`config.mk`:
```
export PLATFORM = sky130hd
export DESIGN_NAME = c_comment_line_extractor_flat
export DESIGN_NICKNAME = d
export VERILOG_FILES = /design/src/hdl/cce_pkg.sv /design/src/hdl/cce_in_if.sv /design/src/hdl/cce_out_if.sv /design/src/hdl/c_comment_line_extractor.sv /design/src/hdl/cce_judge.sv /design/src/hdl/cce_rbuf.sv /design/src/flat_wrapper.sv
export SDC_FILE = /design/constraint.sdc
export NUM_CORES = 1
export LEC_CHECK = 0
export ABC_AREA = 1
export BUFFER_PORTS_ARGS = -buffer_cell sky130_fd_sc_hd__buf_2
export CAP_MARGIN = 20
export CELL_PAD_IN_SITES_DETAIL_PLACEMENT = 0
export CELL_PAD_IN_SITES_GLOBAL_PLACEMENT = 1
export CORE_UTILIZATION = 40
export DETAILED_ROUTE_END_ITERATION = 12
export HOLD_SLACK_MARGIN = 0.06
export PLACE_DENSITY_LB_ADDON = 0.08
export SYNTH_ARGS = -nofsm -noshare
export SYNTH_HDL_FRONTEND = slang
export SYNTH_SLANG_ARGS = --single-unit
```
`constraint.sdc`:
```
create_clock -name clk -period 7.9 [get_ports clk]
set_input_delay 1.185 -clock clk [delete_from_list [all_inputs] [get_ports clk]]
set_output_delay 1.185 -clock clk [all_outputs]
set_load 0.05 [all_outputs]
```
`src/hdl/cce_pkg.sv`:
```
`default_nettype none
package cce_pkg;

  localparam logic [7:0] CH_SLASH = 8'h2F;
  localparam logic [7:0] CH_STAR  = 8'h2A;
  localparam logic [7:0] CH_NL    = 8'h0A;

  localparam int MAX_RES   = 3;
  localparam int RBUF_DEPTH = 4;
  localparam int RBUF_AW    = $clog2(RBUF_DEPTH);
  localparam int RBUF_CW    = $clog2(RBUF_DEPTH + 1);
  localparam int RES_CW     = $clog2(MAX_RES + 1);

  typedef struct packed {
    logic [7:0] out_byte;
    logic       run_last;
  } res_t;

  typedef struct packed {
    logic [RES_CW-1:0]           n;
    logic [MAX_RES-1:0][7:0]     bytes;
  } res_bundle_t;

endpackage
`default_nettype wire

```
`src/hdl/cce_in_if.sv`:
```
`default_nettype none
interface cce_in_if;
  logic       valid;
  logic       ready;
  logic [7:0] in_byte;
  logic       in_last;

  modport source (output valid, output in_byte, output in_last, input ready);
  modport sink   (input valid, input in_byte, input in_last, output ready);
endinterface
`default_nettype wire

```
`src/hdl/cce_out_if.sv`:
```
`default_nettype none
interface cce_out_if;
  logic       valid;
  logic       ready;
  logic [7:0] out_byte;
  logic       run_last;

  modport source (output valid, output out_byte, output run_last, input ready);
  modport sink   (input valid, input out_byte, input run_last, output ready);
endinterface
`default_nettype wire

```
`src/hdl/c_comment_line_extractor.sv`:
```
// Comment line extractor: takes source text one byte per transfer on din and
// returns the bytes of C comments on dout, each comment line closed by a
// newline, with run_last marking the final byte caused by each input byte.
// One byte is held back as lookahead, so the output lags the input by one
// byte; in_last flushes it and resets the scanner for a new stream. Throughput
// is one input byte per cycle: judging is a single clocked pass against the
// held byte, and results go through a four-entry queue that drains one byte per
// cycle, so only a dout stall or the stream-end byte (up to three results) costs
// extra cycles. din.ready drops at two or more queued results. No clearing pass.
`default_nettype none
module c_comment_line_extractor (
  input  wire logic   clk,
  input  wire logic   rst,
  cce_in_if.sink      din,
  cce_out_if.source   dout
);

  cce_pkg::res_bundle_t res;
  cce_pkg::res_t        head;
  logic                 room;
  logic                 take;

  assign din.ready = room;
  assign take      = din.valid && room;

  cce_judge u_judge (
    .clk     (clk),
    .rst     (rst),
    .take    (take),
    .in_byte (din.in_byte),
    .in_last (din.in_last),
    .res     (res)
  );

  cce_rbuf u_rbuf (
    .clk   (clk),
    .rst   (rst),
    .res   (res),
    .room  (room),
    .valid (dout.valid),
    .ready (dout.ready),
    .head  (head)
  );

  assign dout.out_byte = head.out_byte;
  assign dout.run_last = head.run_last;

endmodule
`default_nettype wire

```
`src/hdl/cce_judge.sv`:
```
`default_nettype none
module cce_judge (
  input  wire logic                clk,
  input  wire logic                rst,
  input  wire logic                take,
  input  wire logic [7:0]          in_byte,
  input  wire logic                in_last,
  output cce_pkg::res_bundle_t     res
);

  logic [7:0] held_char;
  logic       held_valid;
  logic       in_comment;
  logic       block_open;

  logic [7:0] held_char_next;
  logic       held_valid_next;
  logic       in_comment_next;
  logic       block_open_next;

  logic [2:0] j0;
  logic [2:0] j1;
  logic       e0;
  logic       e1;
  logic       e2;

  // returns {in_comment, block_open, emit}
  function automatic logic [2:0] judge_f(input logic ic, input logic bo,
                                         input logic [7:0] x, input logic [7:0] n);
    logic ic_v;
    logic bo_v;
    logic emit;
    ic_v = ic;
    bo_v = bo;
    emit = 1'b0;
    if (!ic_v && x == cce_pkg::CH_SLASH &&
        (n == cce_pkg::CH_SLASH || n == cce_pkg::CH_STAR)) begin
      ic_v = 1'b1;
      if (n == cce_pkg::CH_STAR) bo_v = 1'b1;
    end
    if (ic_v) begin
      emit = 1'b1;
      if (x == cce_pkg::CH_NL) begin
        if (!bo_v) ic_v = 1'b0;
      end else if (x == cce_pkg::CH_STAR && n == cce_pkg::CH_SLASH) begin
        bo_v = 1'b0;
      end
    end
    return {ic_v, bo_v, emit};
  endfunction

  always_comb begin
    j0 = {in_comment, block_open, 1'b0};
    if (held_valid) j0 = judge_f(in_comment, block_open, held_char, in_byte);
    j1 = judge_f(j0[2], j0[1], in_byte, 8'h00);

    e0 = take && j0[0];
    e1 = take && in_last && j1[0];
    e2 = take && in_last && j1[2] && in_byte != cce_pkg::CH_NL;

    res.n = cce_pkg::RES_CW'({1'b0, e0} + {1'b0, e1} + {1'b0, e2});
    res.bytes[0] = e0 ? held_char : (e1 ? in_byte : cce_pkg::CH_NL);
    res.bytes[1] = (e0 && e1) ? in_byte : cce_pkg::CH_NL;
    res.bytes[2] = cce_pkg::CH_NL;

    held_char_next  = held_char;
    held_valid_next = held_valid;
    in_comment_next = in_comment;
    block_open_next = block_open;
    if (take) begin
      if (in_last) begin
        held_char_next  = 8'h00;
        held_valid_next = 1'b0;
        in_comment_next = 1'b0;
        block_open_next = 1'b0;
      end else begin
        held_char_next  = in_byte;
        held_valid_next = 1'b1;
        in_comment_next = j0[2];
        block_open_next = j0[1];
      end
    end
  end

  always_ff @(posedge clk) begin
    if (rst) begin
      held_char  <= 8'h00;
      held_valid <= 1'b0;
      in_comment <= 1'b0;
      block_open <= 1'b0;
    end else begin
      held_char  <= held_char_next;
      held_valid <= held_valid_next;
      in_comment <= in_comment_next;
      block_open <= block_open_next;
    end
  end

endmodule
`default_nettype wire

```
`src/hdl/cce_rbuf.sv`:
```
`default_nettype none
module cce_rbuf (
  input  wire logic                 clk,
  input  wire logic                 rst,
  input  cce_pkg::res_bundle_t      res,
  output logic                      room,
  output logic                      valid,
  input  wire logic                 ready,
  output cce_pkg::res_t             head
);

  cce_pkg::res_t              mem [cce_pkg::RBUF_DEPTH];
  logic [cce_pkg::RBUF_AW-1:0] wr_ptr;
  logic [cce_pkg::RBUF_AW-1:0] rd_ptr;
  logic [cce_pkg::RBUF_CW-1:0] count;
  logic                        pop;

  assign valid = count != '0;
  assign pop   = valid && ready;
  assign head  = mem[rd_ptr];
  assign room  = count <= cce_pkg::RBUF_CW'(cce_pkg::RBUF_DEPTH - cce_pkg::MAX_RES);

  always_ff @(posedge clk) begin
    for (int k = 0; k < cce_pkg::MAX_RES; k++) begin
      if (cce_pkg::RES_CW'(k) < res.n) begin
        mem[wr_ptr + cce_pkg::RBUF_AW'(k)] <= '{
          out_byte: res.bytes[k],
          run_last: cce_pkg::RES_CW'(k + 1) == res.n
        };
      end
    end
  end

  always_ff @(posedge clk) begin
    if (rst) begin
      wr_ptr <= '0;
      rd_ptr <= '0;
      count  <= '0;
    end else begin
      wr_ptr <= wr_ptr + cce_pkg::RBUF_AW'(res.n);
      if (pop) rd_ptr <= rd_ptr + cce_pkg::RBUF_AW'(1);
      count <= count + cce_pkg::RBUF_CW'(res.n) - cce_pkg::RBUF_CW'(pop);
    end
  end

endmodule
`default_nettype wire

```
`src/flat_wrapper.sv`:
```
// flat-port wrapper written by rule: the top's interface ports become plain ports
module c_comment_line_extractor_flat 
  (clk, rst, din_valid, din_in_byte, din_in_last, din_ready, dout_valid, dout_out_byte, dout_run_last, dout_ready);
  cce_in_if din_i ();
  cce_out_if dout_i ();
  input  wire logic clk;
  input  wire logic rst;
  input wire logic [$bits(din_i.valid)-1:0] din_valid;
  input wire logic [$bits(din_i.in_byte)-1:0] din_in_byte;
  input wire logic [$bits(din_i.in_last)-1:0] din_in_last;
  output wire logic [$bits(din_i.ready)-1:0] din_ready;
  output wire logic [$bits(dout_i.valid)-1:0] dout_valid;
  output wire logic [$bits(dout_i.out_byte)-1:0] dout_out_byte;
  output wire logic [$bits(dout_i.run_last)-1:0] dout_run_last;
  input wire logic [$bits(dout_i.ready)-1:0] dout_ready;
  assign din_i.valid = din_valid;
  assign din_i.in_byte = din_in_byte;
  assign din_i.in_last = din_in_last;
  assign din_ready = din_i.ready;
  assign dout_valid = dout_i.valid;
  assign dout_out_byte = dout_i.out_byte;
  assign dout_run_last = dout_i.run_last;
  assign dout_i.ready = dout_ready;
  c_comment_line_extractor u_core (.clk(clk), .rst(rst), .din(din_i), .dout(dout_i));
endmodule
```
**Word-level counts from Yosys, hierarchy flattened**

Memories as Yosys holds them, arrays and structs flattened. A register that Yosys moved wholly into a read port is not among the register bits.
Cells that the tools add are included.

- Register bits after elaboration: 18
- Bits in writable memories: 36
- Input port bits: 13
- Memories kept: 1

Memories:

| memory | words | bits a word | read ports | clocked after memory_dff | wr ports | line | source |
|---|---|---|---|---|---|---|---|
| u_core.u_rbuf.mem | 4 | 9 | 1 | 1 | 3 | cce_rbuf.sv:12 | `cce_pkg::res_t mem [cce_pkg::RBUF_DEPTH];` |

- Add/subtract/negate cells: 8
- $lt $le $gt $ge: 4
- Eq/ne operators: 10
- Muxes and demuxes: 32
- Reduce and logical (&&, ||, !) cells: 14

Operators with widths:

| operator | count |
|---|---|
| $eq 8x6->1 const B | 4 |
| $mux 8 | 4 |
| $mux 1 | 25 |
| $eq 8x4->1 const B | 2 |
| $logic_and 1x1->1 | 11 |
| $ne 8x4->1 const B | 1 |
| $add 2x1->2 const B | 2 |
| $eq 2x2->1 const A | 2 |
| $lt 1x2->1 const A | 2 |
| $mux 2 | 2 |
| $add 3x2->3 | 1 |
| $le 3x1->1 const B | 1 |
| $mux 3 | 1 |
| $reduce_bool 3->1 | 1 |
| $sub 3x1->3 | 1 |
| $add 1x1->2 | 1 |
| $add 2x1->2 | 1 |
| $add 2x2->2 | 1 |
| $add 2x2->2 const B | 1 |
| $eq 1x2->1 const A | 1 |
| $lt 2x2->1 const A | 1 |
| $logic_not 1->1 | 1 |
| $logic_or 1x1->1 | 1 |

**Logic depth before layout (Yosys ltp)**

- Depth after elaboration: 18
- Gate-level depth with buffers: 24

**Cells and area by module**

Synthesis repeated with hierarchy kept, for this count alone.

- Cell total of the unflattened synthesis: 514
- Area, all modules: 3,626.0 sq um

By module, submodules not included:

| module | times used | cells each | area an instance (sq um) | seq. area each (sq um) |
|---|---|---|---|---|
| cce_rbuf | 1 | 362 | 2,733.9 | 1,261.2 |
| cce_judge | 1 | 150 | 884.6 | 220.2 |
| c_comment_line_extractor | 1 | 2 | 7.5 | 0.0 |

**Least setup slack after synthesis**

No wires, ideal clock.

- Path type: input to register
- From: input din_in_byte[2]
- To: register u_core.u_rbuf.count[2] (netlist name)
- Library setup time: 0.131 ns
- Data arrival time: 4.022 ns
- Data required time: 7.769 ns
- Setup slack: 3.747 ns
- Cell stages on the path: 20
- Path buffers: 2
- Path through: buf_4 -> inv_2 -> nand2_1 -> nor2_2 -> nand2_1 -> nor2_1 -> a21oi_1 -> nand2_2 -> nand2_4 -> buf_6 -> inv_2 -> nand2_1 -> fa_1 -> ha_1 -> inv_1 -> ha_1 -> fa_1 -> xor2_1 -> nand2_1 -> nor3b_1

- Word-level cells in the longest chain between the ends: 17
- Elaborated cells on any way between the ends: 32
- Those cells by class: add/sub (4); eq/ne (4); mux (17); reduce/logical (7)

Ends and longest elaborated chain:

| what | line | source |
|---|---|---|
| start, declared | flat_wrapper.sv:9 | `input wire logic [$bits(din_i.in_byte)-1:0] din_in_byte;` |
| $eq 8x6->1 | -- |  |
| $logic_or 1x1->1 | cce_judge.sv:37 | `(n == cce_pkg::CH_SLASH \|\| n == cce_pkg::CH_STAR)) begin` |
| $logic_and 1x1->1 | cce_judge.sv:36 | `if (!ic_v && x == cce_pkg::CH_SLASH &&` |
| $mux 1 | cce_judge.sv:36 |  |
| $mux 1 | cce_judge.sv:54 | `if (held_valid) j0 = judge_f(in_comment, block_open, held_char, in_byte);` |
| $mux 1 | cce_judge.sv:45 | `end else if (x == cce_pkg::CH_STAR && n == cce_pkg::CH_SLASH) begin` |
| $mux 1 | cce_judge.sv:43 | `if (x == cce_pkg::CH_NL) begin` |
| $mux 1 | cce_judge.sv:41 | `if (ic_v) begin` |
| $mux 3 | cce_judge.sv:54 |  |
| $mux 1 | cce_judge.sv:44 | `if (!bo_v) ic_v = 1'b0;` |
| $mux 1 | cce_judge.sv:43 |  |
| $mux 1 | cce_judge.sv:41 |  |
| $logic_and 1x1->1 (2 in a row) | cce_judge.sv:59 | `e2 = take && in_last && j1[2] && in_byte != cce_pkg::CH_NL;` |
| $add 2x1->2 (*) | cce_judge.sv:61 | `res.n = cce_pkg::RES_CW'({1'b0, e0} + {1'b0, e1} + {1'b0, e2});` |
| $add 3x2->3 (*) | cce_rbuf.sv:42 | `count <= count + cce_pkg::RBUF_CW'(res.n) - cce_pkg::RBUF_CW'(pop);` |
| $sub 3x1->3 (*) | cce_rbuf.sv:42 |  |
| end signal, assigned | cce_rbuf.sv:42 |  |
| end, declared | cce_rbuf.sv:15 | `logic [cce_pkg::RBUF_CW-1:0] count;` |

Mark *: on every way between the ends. The rest lies on a longest branch, timed or not. The select of a mux whose other input is x is not followed.
A chain may end at the register's enable or synchronous reset.

==> metrics.cfg <==
[detailed_routing]
first_pass_iters = 4
ant_nets = 0
wirelength_um = 9960
vias = 3218
drt-vias-per-instance = 5.09
wire_per_inst_um = 15.8
drt-initial-drc-count = 212
drcViolationCount = 0

[global_routing]
globalRoute.totalOverflow = 0
antenna_found_initial = 0
grt_pass1_wl_um = 16000
grt_start_max_net_pins = 26
first_global_vias = 3011
grt_usage_pct = 24.2

[synth]
synth_warnings = 0
synth_edf_count = 4
synth_flop_cell = dfxtp_1
synth.area.top_cells = dfxtp_1, nand2_1, nor2_1
syn_inst = 515
synth_seq_cells = 56
netlist_area_um2 = 3310
synth_top_cell_by_area = dfxtp_1
syn_avg_cell_area_um2 = 6.43
yosysSeqAreaShare_pct = 35.1
async_reset_ff_share_pct = 0
syn_nets = 534
yosysUniqueCellTypes = 32
synth_top_area_share_pct = 31.4

[critical_path]
cp_slowest_cell = fa_1
slowest_delay_ns = 0.63
path_common_cell = nand2_1
path_cells = buf_2 -> nand2_1 -> nor2_2 -> nand2_1 -> nor2_1 -> a21oi_1 -> nand2_2 -> nand2_4 -> inv_2 -> nand2_1 -> fa_1 -> nand2_1 -> inv_1 -> nor2_1 -> inv_1 -> nand2_1 -> clkinv_1 -> nand2_1 -> nand3_1 -> nand2_1 -> inv_1
critical-path-top-delay-family = simple AND/OR/NAND/NOR gates
critPathArrivalTime_ns = 4.57
cp_num_buf_inv = 6
critPathRequiredTime_ns = 8.12
cp-end-kind = flop
path_max_fanout = 12
critPathKind = in -> reg
start_kind = primary input

[final_layout]
fin_util_pct = 45.2
final_cell_mix = nand2_1, nor2_1, inv_1
fin_nets = 548
final_common_cell = nand2_1
fill_cells = 884
stdcell_count = 632
drive_gt1_share_pct = 11.9
n_antenna_cell = 0
area_growth_pct = 7.07
stdcell_area_um2 = 3540

[sta]
holdWs_ns = 0.461
worst_pin_slew_ns = 0.774
fin_crit_sh_pct = 55.2
min_period_ns = 4.36
max_slew_margin_pct = 48.2
maxSlewViolCount = 0
setup_tns_ns = 0
clock_skew_ns = 0.00538
hold_violations = 0
clock.fmax_ghz = 0.229
rsz0062_at_grt = false
finalSetupViolCount = 0

[placed_design]
hpwl_um = 7670
place_congestion = 0.943
numPlacedInstances = 624
placed_area_um2 = 3440
port_buffers = 23

[min_path]
hold_path_class = reg -> reg

[pwr]
vdd_drop_max_mv = 0.225
p_per_area_nw_per_um2 = 213
p_leak_nw = 1.72

[clocking]
clock_latency_ns = 0.31
numCtsBuffers = 5
root_buffer = clkbuf_8
htree_levels = 2
clk_pin_slew_ns = 0.10
post_cts_resize_count = 0
clock_sinks = 56
clk_path_buf_depth = 2
cts.hold.buffers_added = 0
cts_setup_buffers = 0
cts_tree = built

[die]
die_y_um = 93.0
ioPinCount = 24
fp.dieW_um = 93.0
num_rows = 32
core_region_area_um2 = 7850
start_util_pct = 42.2
dieArea_um2 = 8640

[flow_run]
max_cap_viol_count = 0

[status]
outcome = finished clean

area by class of cell:
cell class / instances / area, um^2 / share of cell area [%]
Clock inverter: 2 / 35.0 / 0.988
Tap cell: 102 / 128 / 3.60
Multi-Input combinational cell: 381 / 1800 / 50.8
Timing Repair Buffer: 23 / 115 / 3.25
Inverter: 62 / 233 / 6.57
Sequential cell: 56 / 1160 / 32.8
Clock buffer: 6 / 72.6 / 2.05
worst paths after layout:
path | start | end | slack, ns | cells past startpoint
worst min-delay path | u_core.u_rbuf.mem[3][3] | u_core.u_rbuf.mem[3][3] | 0.46 | 2
worst max register to register | u_core.u_rbuf.count[1] | u_core.u_rbuf.mem[1][8] | 4.06 | 17
worst min register to register | u_core.u_rbuf.mem[3][3] | u_core.u_rbuf.mem[3][3] | 0.46 | 2
worst max-delay path | din_in_byte[3] | u_core.u_rbuf.mem[1][8] | 3.54 | 21
cell families (layout without fill, tap and decap cells):
| group | after synthesis | count (layout) | synth area share (%) |
|---|---|---|---|
| buffers and inverters | 78 | 93 | 10.5 |
| xor gates and xnor gates | 2 | 2 | 0.529 |
| DFF | 56 | 56 | 35.1 |
| adders and majority gates | 6 | 6 | 2.72 |
| AOI/OAI and AO/OA | 51 | 51 | 8.65 |
| and+or+nand+nor | 322 | 322 | 42.5 |
sequential cells by signal, indices dropped and copies added (netlist names), named ones only:
name and cells:
u_core.u_rbuf.mem 36, u_core.u_judge.held_char 8, u_core.u_rbuf.count 3, u_core.u_rbuf.rd_ptr 2
u_core.u_rbuf.wr_ptr 2, u_core.u_judge.block_open 1, u_core.u_judge.held_valid 1, u_core.u_judge.in_comment 1
metrics by stage:
stage               setup WS [ns]  power, W
floorplan                    3.75  0.000519
global placement             3.22  0.000572
detailed placement           3.22  0.000572
CTS                          3.54  0.000761
global route                 3.20  0.000797
finish                       3.54  0.000754
report_power, final:
group	internal (W)	total, W	switching [W]	leakage (nW)
registers	0.000302	0.000324	0.0000218	0.448
logic	0.0000626	0.000241	0.000178	1.21
clock network	0.0000944	0.000190	0.0000956	0.0552
total	0.000459	0.000754	0.000295	1.72
routing by layer:
metal  up-vias  share of wire (%)  track usage [%]
li1       1651                  -                -
met1      1483                 47             33.2
met2        74                 48             40.8
met3        10                3.5             2.76
met4         0                1.3             5.51
met5         -                  0                0
worst min-delay path: cells and delay by family, from the launching register on:
| family | cells | cell delay (ns) |
|---|---|---|
| DFF | 1 | 0.32 |
| and+or+nand+nor | 2 | 0.11 |
cell usage after synthesis (3+ instances only):
master and number:
nand2_1 149, nor2_1 85, inv_1 55, dfxtp_1 52, nand3_1 48, o21ai_0 20, nor2_2 15, a21oi_1 13
o22ai_1 10, clkbuf_1 7, nand4_1 7, buf_6 6, inv_2 5, nand2_2 5, edfxtp_1 4, ha_1 4
nor3b_1 4, buf_4 3, nor3_1 3, o21ai_2 3
Power figures use the tool's default switching activity.
